## src/rtl/core/pbm_pkg.sv

```systemverilog
// ----------------------------------------------------------------------------
// pbm_pkg
// shared types, register indexes and the divide-by-255 helper for the blender
// ----------------------------------------------------------------------------
package pbm_pkg;

    localparam logic [7:0] FULL_SCALE = 8'd255;
    localparam logic [7:0] HALF_ROUND = 8'd127;

    // reciprocal of 255 scaled by 2**23, exact for 16-bit dividends
    localparam logic [15:0] RECIP_255 = 16'h8081;

    localparam logic [1:0] MODE_COPY     = 2'd0;
    localparam logic [1:0] MODE_OVER     = 2'd1;
    localparam logic [1:0] MODE_ADD      = 2'd2;
    localparam logic [1:0] MODE_MULTIPLY = 2'd3;

    localparam logic [1:0] REG_BLEND_MODE  = 2'd0;
    localparam logic [1:0] REG_LAYER_ALPHA = 2'd1;

    typedef struct packed {
        logic [7:0] dst;
        logic [7:0] src;
        logic [7:0] pix_alpha;
        logic       alpha_present;
        logic       last;
    } t_in_beat;

    typedef struct packed {
        logic [7:0] dst;
        logic [7:0] src;
        logic [7:0] alpha;
        logic [7:0] prod;
        logic       last;
    } t_mid_beat;

    typedef struct packed {
        logic [7:0] sample;
        logic       last;
    } t_out_beat;

    typedef struct packed {
        logic [1:0] mode;
        logic [7:0] layer_alpha;
    } t_cfg;

    function automatic logic [7:0] div255(input logic [15:0] x);
        logic [31:0] p;
        p = 32'(x) * 32'(RECIP_255);
        return p[30:23];
    endfunction

endpackage

```

## src/rtl/core/pbm_alpha.sv

```systemverilog
// ----------------------------------------------------------------------------
// pbm_alpha
// stages 1 and 2: effective alpha and the multiply-mode product
// ----------------------------------------------------------------------------
module pbm_alpha
    import pbm_pkg::*;
(
    input  logic      i_clk,
    input  logic      i_rst_n,
    input  t_cfg      i_cfg,
    input  logic      i_valid,
    output logic      o_ready,
    input  t_in_beat  i_beat,
    output logic      o_valid,
    input  logic      i_ready,
    output t_mid_beat o_beat
);

    logic        r_v1;
    logic        r_v2;
    logic        adv1;
    logic        adv2;
    logic [15:0] n_pa_sum;
    logic [15:0] r_pa_sum;
    logic [15:0] r_ds_prod;
    logic [7:0]  r_layer_alpha;
    t_in_beat    r_s1;
    t_mid_beat   n_s2;
    t_mid_beat   r_s2;

    assign adv2    = !r_v2 || i_ready;
    assign adv1    = !r_v1 || adv2;
    assign o_ready = adv1;
    assign o_valid = r_v2;
    assign o_beat  = r_s2;

    assign n_pa_sum = i_beat.pix_alpha * i_cfg.layer_alpha + 16'(HALF_ROUND);

    always_ff @(posedge i_clk) begin
        if (!i_rst_n) begin
            r_v1 <= 1'b0;
            r_v2 <= 1'b0;
        end else begin
            if (adv1) r_v1 <= i_valid;
            if (adv2) r_v2 <= r_v1;
        end
    end

    always_ff @(posedge i_clk) begin
        if (adv1) begin
            r_s1          <= i_beat;
            r_pa_sum      <= n_pa_sum;
            r_ds_prod     <= i_beat.dst * i_beat.src;
            r_layer_alpha <= i_cfg.layer_alpha;
        end
        if (adv2) r_s2 <= n_s2;
    end

    always_comb begin
        n_s2.dst   = r_s1.dst;
        n_s2.src   = r_s1.src;
        n_s2.last  = r_s1.last;
        n_s2.prod  = div255(r_ds_prod);
        n_s2.alpha = r_s1.alpha_present ? div255(r_pa_sum) : r_layer_alpha;
    end

endmodule

```

## src/rtl/core/pbm_mix.sv

```systemverilog
// ----------------------------------------------------------------------------
// pbm_mix
// stages 3 and 4: weighted sums, divide by 255, saturate and mode select
// ----------------------------------------------------------------------------
module pbm_mix
    import pbm_pkg::*;
(
    input  logic      i_clk,
    input  logic      i_rst_n,
    input  t_cfg      i_cfg,
    input  logic      i_valid,
    output logic      o_ready,
    input  t_mid_beat i_beat,
    output logic      o_valid,
    input  logic      i_ready,
    output t_out_beat o_beat
);

    logic        r_v3;
    logic        r_v4;
    logic        adv3;
    logic        adv4;
    logic [7:0]  s_eff;
    logic [7:0]  inv_alpha;
    logic [15:0] n_over_sum;
    logic [15:0] r_over_sum;
    logic [15:0] r_add_prod;
    logic [7:0]  r_dst;
    logic [7:0]  r_src;
    logic [1:0]  r_mode;
    logic        r_last;
    logic [8:0]  add_sum;
    t_out_beat   n_s4;
    t_out_beat   r_s4;

    assign adv4    = !r_v4 || i_ready;
    assign adv3    = !r_v3 || adv4;
    assign o_ready = adv3;
    assign o_valid = r_v4;
    assign o_beat  = r_s4;

    assign s_eff      = (i_cfg.mode == MODE_MULTIPLY) ? i_beat.prod : i_beat.src;
    assign inv_alpha  = FULL_SCALE - i_beat.alpha;
    assign n_over_sum = 16'(s_eff) * 16'(i_beat.alpha) + 16'(i_beat.dst) * 16'(inv_alpha)
                      + 16'(HALF_ROUND);

    always_ff @(posedge i_clk) begin
        if (!i_rst_n) begin
            r_v3 <= 1'b0;
            r_v4 <= 1'b0;
        end else begin
            if (adv3) r_v3 <= i_valid;
            if (adv4) r_v4 <= r_v3;
        end
    end

    always_ff @(posedge i_clk) begin
        if (adv3) begin
            r_over_sum <= n_over_sum;
            r_add_prod <= i_beat.src * i_beat.alpha;
            r_dst      <= i_beat.dst;
            r_src      <= i_beat.src;
            r_mode     <= i_cfg.mode;
            r_last     <= i_beat.last;
        end
        if (adv4) r_s4 <= n_s4;
    end

    assign add_sum = 9'(r_dst) + 9'(div255(r_add_prod));

    always_comb begin
        n_s4.last = r_last;
        unique case (r_mode)
            MODE_COPY: n_s4.sample = r_src;
            MODE_ADD:  n_s4.sample = add_sum[8] ? FULL_SCALE : add_sum[7:0];
            default:   n_s4.sample = div255(r_over_sum);
        endcase
    end

endmodule

```

## src/rtl/core/pixel_blend_modes.sv

```systemverilog
// ----------------------------------------------------------------------------
// pixel_blend_modes
// 8-bit sample blender with copy, over, additive and multiply modes
// ----------------------------------------------------------------------------
// Takes one sample beat per clock while the output does not stall and returns
// one blended sample per beat, in order. The four pipeline stages are set
// by the two multiply plus divide-by-255 steps (alpha and product first,
// weighted sums second); each stage holds its beat while the output stalls
// and fills bubbles when it can. Configuration writes are taken at any time
// but must land while no beat is in flight.
// ----------------------------------------------------------------------------
module pixel_blend_modes
    import pbm_pkg::*;
(
    input  logic        i_clk,
    input  logic        i_rst_n,
    input  logic        i_cfg_valid,
    output logic        o_cfg_ready,
    input  logic [1:0]  i_cfg_index,
    input  logic [7:0]  i_cfg_data,
    input  logic        s_axis_tvalid,
    output logic        s_axis_tready,
    input  logic [23:0] s_axis_tdata,  // dst_sample, src_sample, pixel_alpha
    input  logic        s_axis_tuser,  // alpha_present
    input  logic        s_axis_tlast,  // row_end_in
    output logic        m_axis_tvalid,
    input  logic        m_axis_tready,
    output logic [7:0]  m_axis_tdata,  // blended_sample
    output logic        m_axis_tlast   // row_end_out
);

    t_cfg      r_cfg;
    t_in_beat  in_beat;
    t_mid_beat mid_beat;
    t_out_beat out_beat;
    logic      mid_valid;
    logic      mid_ready;

    assign o_cfg_ready = 1'b1;

    always_ff @(posedge i_clk) begin
        if (!i_rst_n) begin
            r_cfg.mode        <= MODE_OVER;
            r_cfg.layer_alpha <= FULL_SCALE;
        end else if (i_cfg_valid) begin
            if (i_cfg_index == REG_BLEND_MODE)  r_cfg.mode        <= i_cfg_data[1:0];
            if (i_cfg_index == REG_LAYER_ALPHA) r_cfg.layer_alpha <= i_cfg_data;
        end
    end

    assign in_beat.dst           = s_axis_tdata[7:0];
    assign in_beat.src           = s_axis_tdata[15:8];
    assign in_beat.pix_alpha     = s_axis_tdata[23:16];
    assign in_beat.alpha_present = s_axis_tuser;
    assign in_beat.last          = s_axis_tlast;

    pbm_alpha u_alpha (
        .i_clk   (i_clk),
        .i_rst_n (i_rst_n),
        .i_cfg   (r_cfg),
        .i_valid (s_axis_tvalid),
        .o_ready (s_axis_tready),
        .i_beat  (in_beat),
        .o_valid (mid_valid),
        .i_ready (mid_ready),
        .o_beat  (mid_beat)
    );

    pbm_mix u_mix (
        .i_clk   (i_clk),
        .i_rst_n (i_rst_n),
        .i_cfg   (r_cfg),
        .i_valid (mid_valid),
        .o_ready (mid_ready),
        .i_beat  (mid_beat),
        .o_valid (m_axis_tvalid),
        .i_ready (m_axis_tready),
        .o_beat  (out_beat)
    );

    assign m_axis_tdata = out_beat.sample;
    assign m_axis_tlast = out_beat.last;

endmodule

```

## config.mk

```make
export PLATFORM = sky130hd
export DESIGN_NAME = pixel_blend_modes
export DESIGN_NICKNAME = d
export VERILOG_FILES = /design/src/rtl/core/pbm_pkg.sv /design/src/rtl/core/pbm_alpha.sv /design/src/rtl/core/pbm_mix.sv /design/src/rtl/core/pixel_blend_modes.sv
export SDC_FILE = /design/constraint.sdc
export NUM_CORES = 1
export LEC_CHECK = 0
export ABC_AREA = 1
export BUFFER_PORTS_ARGS = -buffer_cell sky130_fd_sc_hd__buf_2
export CAP_MARGIN = 20
export CORE_UTILIZATION = 50
export DETAILED_ROUTE_END_ITERATION = 10
export PLACE_DENSITY_LB_ADDON = 0.05
export SYNTH_ARGS = -nofsm -noshare
export SYNTH_HDL_FRONTEND = slang
export SYNTH_HIERARCHICAL = 1
export SYNTH_SLANG_ARGS = --single-unit
export TNS_END_PERCENT = 30
```

## constraint.sdc

```tcl
create_clock -name i_clk -period 6.5 [get_ports i_clk]
set_clock_uncertainty 0.15 [all_clocks]
set_input_delay 0.975 -clock i_clk [delete_from_list [all_inputs] [get_ports i_clk]]
set_output_delay 0.975 -clock i_clk [all_outputs]
set_load 0.05 [all_outputs]
```

# == Yosys cells after proc, flatten, opt, wreduce, memory -nomap -nowiden ==
# Cells that the tools add are included.
# totals
reg_bits,165
latchBits,0
ram_bits,0
mem_bits_ro,0
input_bits,41
output_inout_bits,12
elab_cells,59
n_memories,0
# op_classes
n_addsub,5
mul,9
n_div,0
magnitude_cmp,0
eq_ne,3
shifts,0
n_mux,4
n_bitwise,0
n_reduce_logical,12
# ops
cell,count
"multiplier 16 x 16 -> 31 bit, second input constant",4
multiplier 8 x 8 -> 16 bit,5
"adder 16 x 7 -> 16 bit, second input constant",2
2-to-1 mux 8 bit,3
adder 16 bit,1
case mux 8 bit (2 select lines),1
adder 8 x 8 -> 9 bit,1
"subtractor 8 bit, first input constant",1
"equality test 2 bit, second input constant",2
logical NOT 1 bit,4
logical NOT 2 bit,2
logical OR 1 bit,4
AND reduction 2 bit,2
"equality test 2 x 1 -> 1 bit, second input constant",1

# == Depth between registers and ports, before layout ==
# logic_depth
word_depth,5
depth_mapped,25
ltp_nobuf,24

# == Modules after synthesis ==
# The synthesis kept the hierarchy.
# by_module_without_submodules
module,n_inst,cells_per_inst,area_per_inst_um2,seq_area_each_um2
pbm_mix,1,1489,12117.9,1841.8
pbm_alpha,1,1198,10440.0,2772.7
pixel_blend_modes,1,51,425.4,200.2

# == Worst setup path before layout ==
# No wires, ideal clock.
# synth_timing
kind,register to register
start,register u_alpha.r_s2 (netlist bit u_alpha/o_beat[24])
end,register u_mix.r_over_sum[15] (data pin)
setup_ns,0.261
arrival_ns,5.265
required_time_ns,6.089
slack_ns,0.824
stages_incl_launch_ff,22
n_path_buf,1
synth_period_minus_slack_ns,5.676
cell_sequence,edfxtp_1 clkbuf_1 inv_1 nand2_1 o21ai_0 inv_1 nand2_1 fa_1 fa_1 inv_1 fa_1 fa_1 fa_1 inv_1 fa_1 inv_1 ha_1 a21oi_1 o21ai_0 a21oi_1 o21ai_0 xnor2_1
# synth_between
elab_chain_cells,4
# synth_lines
element,line,text
from (decl),pbm_alpha.sv:29,t_mid_beat r_s2;
from (signal assigned),pbm_alpha.sv:56,if (adv2) r_s2 <= n_s2;
2-to-1 mux 8 bit,pbm_mix.sv:42,assign s_eff = (i_cfg.mode == MODE_MULTIPLY) ? i_beat.prod : i_beat.src;
multiplier 8 x 8 -> 16 bit,pbm_mix.sv:44,assign n_over_sum = 16'(s_eff) * 16'(i_beat.alpha) + 16'(i_beat.dst) * 16'(inv_alpha)
adder 16 bit,pbm_mix.sv:44,
adder 16 x 7 -> 16 bit,pbm_mix.sv:45,+ 16'(HALF_ROUND);
via u_mix.n_over_sum[15],pbm_mix.sv:25,logic [15:0] n_over_sum;
to (signal assigned),pbm_mix.sv:59,r_over_sum <= n_over_sum;
to (decl),pbm_mix.sv:26,logic [15:0] r_over_sum;
# The timed path passes the listed nets, and every way through them passes these cells.
# A chain may end at the register's enable or synchronous reset.

# == Worst setup path after layout ==
# layout_timing
start,register r_cfg[9] (netlist name)
end,register u_mix.r_over_sum[15] (data pin)
# layout_between
elab_chain_cells,5
# layout_lines
element,line,text
from (decl),pixel_blend_modes.sv:32,t_cfg r_cfg;
equality test 2 bit,pbm_mix.sv:42,
2-to-1 mux 8 bit,pbm_mix.sv:42,
multiplier 8 x 8 -> 16 bit,pbm_mix.sv:44,
adder 16 bit,pbm_mix.sv:44,
adder 16 x 7 -> 16 bit,pbm_mix.sv:45,
via u_mix.n_over_sum[15],pbm_mix.sv:25,
# The timed path passes the listed nets, and every way through them passes these cells.

==> flow_summary_export.csv <==
group,metric,value,unit
global_route,grt_pass1_wl,89960,um
sta,finalSetupViolations,0,
drt,ant_nets,0,
clock_tree,clock_path_buffers,2,
sta,slew_headroom,0.5044,
drt,wl_per_cell,16.16,um
die,die_x,216.4,um
sta,fmax,164.3,MHz
drt,route.detailed.drc,0,
min_path,hold_class,"reg -> reg",
global_route,grt-ovfl-total,0,
synthesis,synth_area_per_cell,8.394,um^2
synthesis,synthFlopType,"edfxtp_1",
synthesis,synthMuxAreaShare,0,
cells_and_area,fillers,4284,
min_path,holdPathStages,0,
synthesis,synthXorXnorAreaFrac,0.02325,
clock_tree,clkTransAtPathRegs,0.08,ns
clock_tree,tritoncts,"built",
synthesis,synth_top_cell_by_area,"ha_1",
global_route,grt_start_max_net_pins,60,
die,die_h,216.4,um
sta,timing.setup.tns,0,ns
sta,maxSlewViolCount,0,
worst_setup_path,regToRegSetupSlack,0.41,ns
synthesis,syn-num-nets,3424,
clock_tree,cts.htree.levels,4,
global_route,antenna_found_initial,0,
cells_and_area,drive_above_1_share,0.05257,
sta,worst_pin_slew,0.7434,ns
synthesis,synth_edf_count,151,
die,fp-row-count,78,
synthesis,synthSimpleGateAreaFrac,0.1767,
placement,place.gp.congestion,0.9387,
run_status,status,"complete, no violations",
clock_tree,root_buffer,"clkbuf_16",
clock_tree,clock_sinks,165,
worst_setup_path,worst_ep_arrival_time,6.13,ns
synthesis,ys_seq_elements,165,
synthesis,synth.area.top_cells,"ha_1 23%, edfxtp_1 20%, fa_1 19%",
synthesis,ys_types,52,
cells_and_area,n_antenna_cell,0,
synthesis,synth_cells,2738,
sta,final_hold_viol_count,0,
worst_setup_path,startpoint_type,"register",
synthesis,synth_compound_area_frac,0.06364,
drt,first_pass_iters,6,
placement,io_buffer_count,51,
worst_setup_path,required,6.54,ns
drt,vias_per_cell,5.166,
clock_tree,hold_buffers,0,
synthesis,yosysTopAreaCellShare,0.2325,
min_path,worstHoldEndpoint,"u_alpha/o_beat[27]",
sta,post-route-period-util,0.9366,
worst_setup_path,cp_max_fo,16,
worst_setup_path,r2r_cells,19,
die,core,45380,um^2
die,pin_count,53,
drt,vias,17440,
drt,routed_wl,54560,um
synthesis,yosys.area_share.adder,0.4223,
die,initial_core_util,0.5065,
job,maxCapViolations,0,
global_route,track_usage,0.2455,
worst_setup_path,crit_path_end_kind,"register",
synthesis,ys_warn_count,6,
global_route,first_global_vias,17760,
worst_setup_path,r2r_end,"u_mix/r_over_sum[15]",
die,die-area,46830,um^2
sta,fin_crit,6.088,ns
worst_setup_path,crit_type,"reg -> reg",
drt,drt_iter0_markers,1152,
clock_tree,insertion_delay,0.46,ns
synthesis,synthArstFlopShare,0,
cells_and_area,finalNetCount,3450,
clock_tree,cts_setup_buffers,0,
sta,rsz0062_at_grt,"false",
worst_setup_path,r2r-start,"r_cfg[9]",
placement,hpwl,46740,um
cells_and_area,syn2layout_area_growth,6.669,%
synthesis,syn_area,22980,um^2
synthesis,synth_top_family_by_area,"adder cells",
clock_tree,cts_buffers,17,
synthesis,ys_seq_area_frac,0.2095,
min_path,hold_path.startpoint,"u_alpha/n_s2[27]",
[kinds of logic after synthesis]
kind of cell,Yosys count
other,1
DFF,165
AOI/OAI and AO/OA,254
adders and majority gates,645
buffers and inverters,633
xor gates and xnor gates,61
and+or+nand+nor,979
[cell usage in the layout (no fill, tap or decap), types with 7 or more instances in the layout]
cell type / instances
nand4_1: 35
ha_1: 427
nand3b_1: 7
buf_4: 18
a21o_1: 18
inv_1: 562
xnor2_1: 24
nand3_2: 7
o21bai_1: 16
nor2_1: 198
dfxtp_1: 14
edfxtp_1: 151
fa_1: 218
buf_2: 51
o21ai_0: 59
nand3_1: 82
nand2_2: 7
clkbuf_16: 17
nor3_1: 20
a21oi_1: 119
a21boi_0: 7
xor2_1: 37
nand2_1: 605
[layout make-up]
class / instances / area [um^2] / share of cell area
sequential: 165 / 4815 / 0.1964
tap: 600 / 750.7 / 0.03062
timing repair buffer: 69 / 390.4 / 0.01592
clock inverter: 15 / 209.0 / 0.008523
clock buffer: 17 / 425.4 / 0.01735
inverter: 571 / 2143 / 0.08742
multi-input combinational: 1940 / 15780 / 0.6438
[synth_stat cells, drive strengths merged (5+ instances only)]
library cell,count
dfxtp,14
a31oi,5
a21o,18
o21ai,71
xor2,37
fa,218
nor2,204
nand3b,7
nand3,90
o21bai,16
nor3,23
a22oi,5
ha,427
nand2,612
edfxtp,151
clkbuf,54
buf,8
nand4,36
inv,568
xnor2,24
a21boi,8
a21oi,122
[how the worst max path moves through the flow]
stage,start,to,slack (ns)
after global placement,r_cfg[8],u_mix/r_over_sum[12],0.47
after global routing,r_cfg[8],u_mix/r_over_sum[15],0.006
final,r_cfg[9],u_mix/r_over_sum[15],0.41
after detailed placement,r_cfg[9],u_mix/r_over_sum[12],0.38
after CTS,r_cfg[9],u_mix/r_over_sum[12],0.36
after floorplan,u_alpha/o_beat[24],u_mix/r_over_sum[15],0.82
[metal layers]
layer	routed length [um]	global-route usage
met5	0	0
met4	1183	0.07183
met3	2305	0.03018
met2	25890	0.4114
met1	25180	0.3322
[registers in the layout, indices dropped and copies added (netlist names), 2 cells and up]
name,flops
u_mix/r_dst,8
u_alpha/r_pa_sum,16
u_mix/r_add_prod,16
u_alpha/r_ds_prod,16
u_mix/r_src,8
u_mix/r_over_sum,16
u_alpha/o_beat,33
r_cfg,10
u_alpha/n_s2,17
u_alpha/r_layer_alpha,8
u_mix/o_beat,9
u_mix/r_mode,2
[critical path, stage by stage, from the launching register on]
cell	delay [ns]
dfxtp_1	0.36
nand2_1	0.30
o21ai_0	0.37
inv_1	0.16
nand2_1	0.11
fa_1	0.46
fa_1	0.55
inv_1	0.05
fa_1	0.54
fa_1	0.45
fa_1	0.54
inv_1	0.06
fa_1	0.52
inv_1	0.04
ha_1	0.35
a21oi_1	0.30
o21ai_0	0.12
a21oi_1	0.14
o21ai_0	0.11
xnor2_1	0.14
[metrics by stage]
stage | utilization | instances | hold slack, ns | instance area (um^2) | setup slack (ns)
floorplan | - | 2738 | 0.2503 | 22980 | 0.8239
global placement | 0.5262 | 3345 | 0.2522 | 23880 | 0.4731
detailed placement | 0.5262 | 3345 | 0.2552 | 23880 | 0.3819
CTS | 0.5401 | 3377 | 0.2733 | 24510 | 0.3593
global route | 0.5402 | 3377 | 0.2813 | 24520 | 0.005882
finish | 0.5402 | 3377 | 0.2731 | 24520 | 0.4120
[repair_timing]
item / 4_1_cts / 5_1_grt
endpoints found under the hold margin: 0 / 0
setup endpoints to repair: 0 / 1
resized for setup: 0 / 1
Power is not shown: default switching activity piles up to over one toggle a cycle in this logic, so the estimate is an artifact.
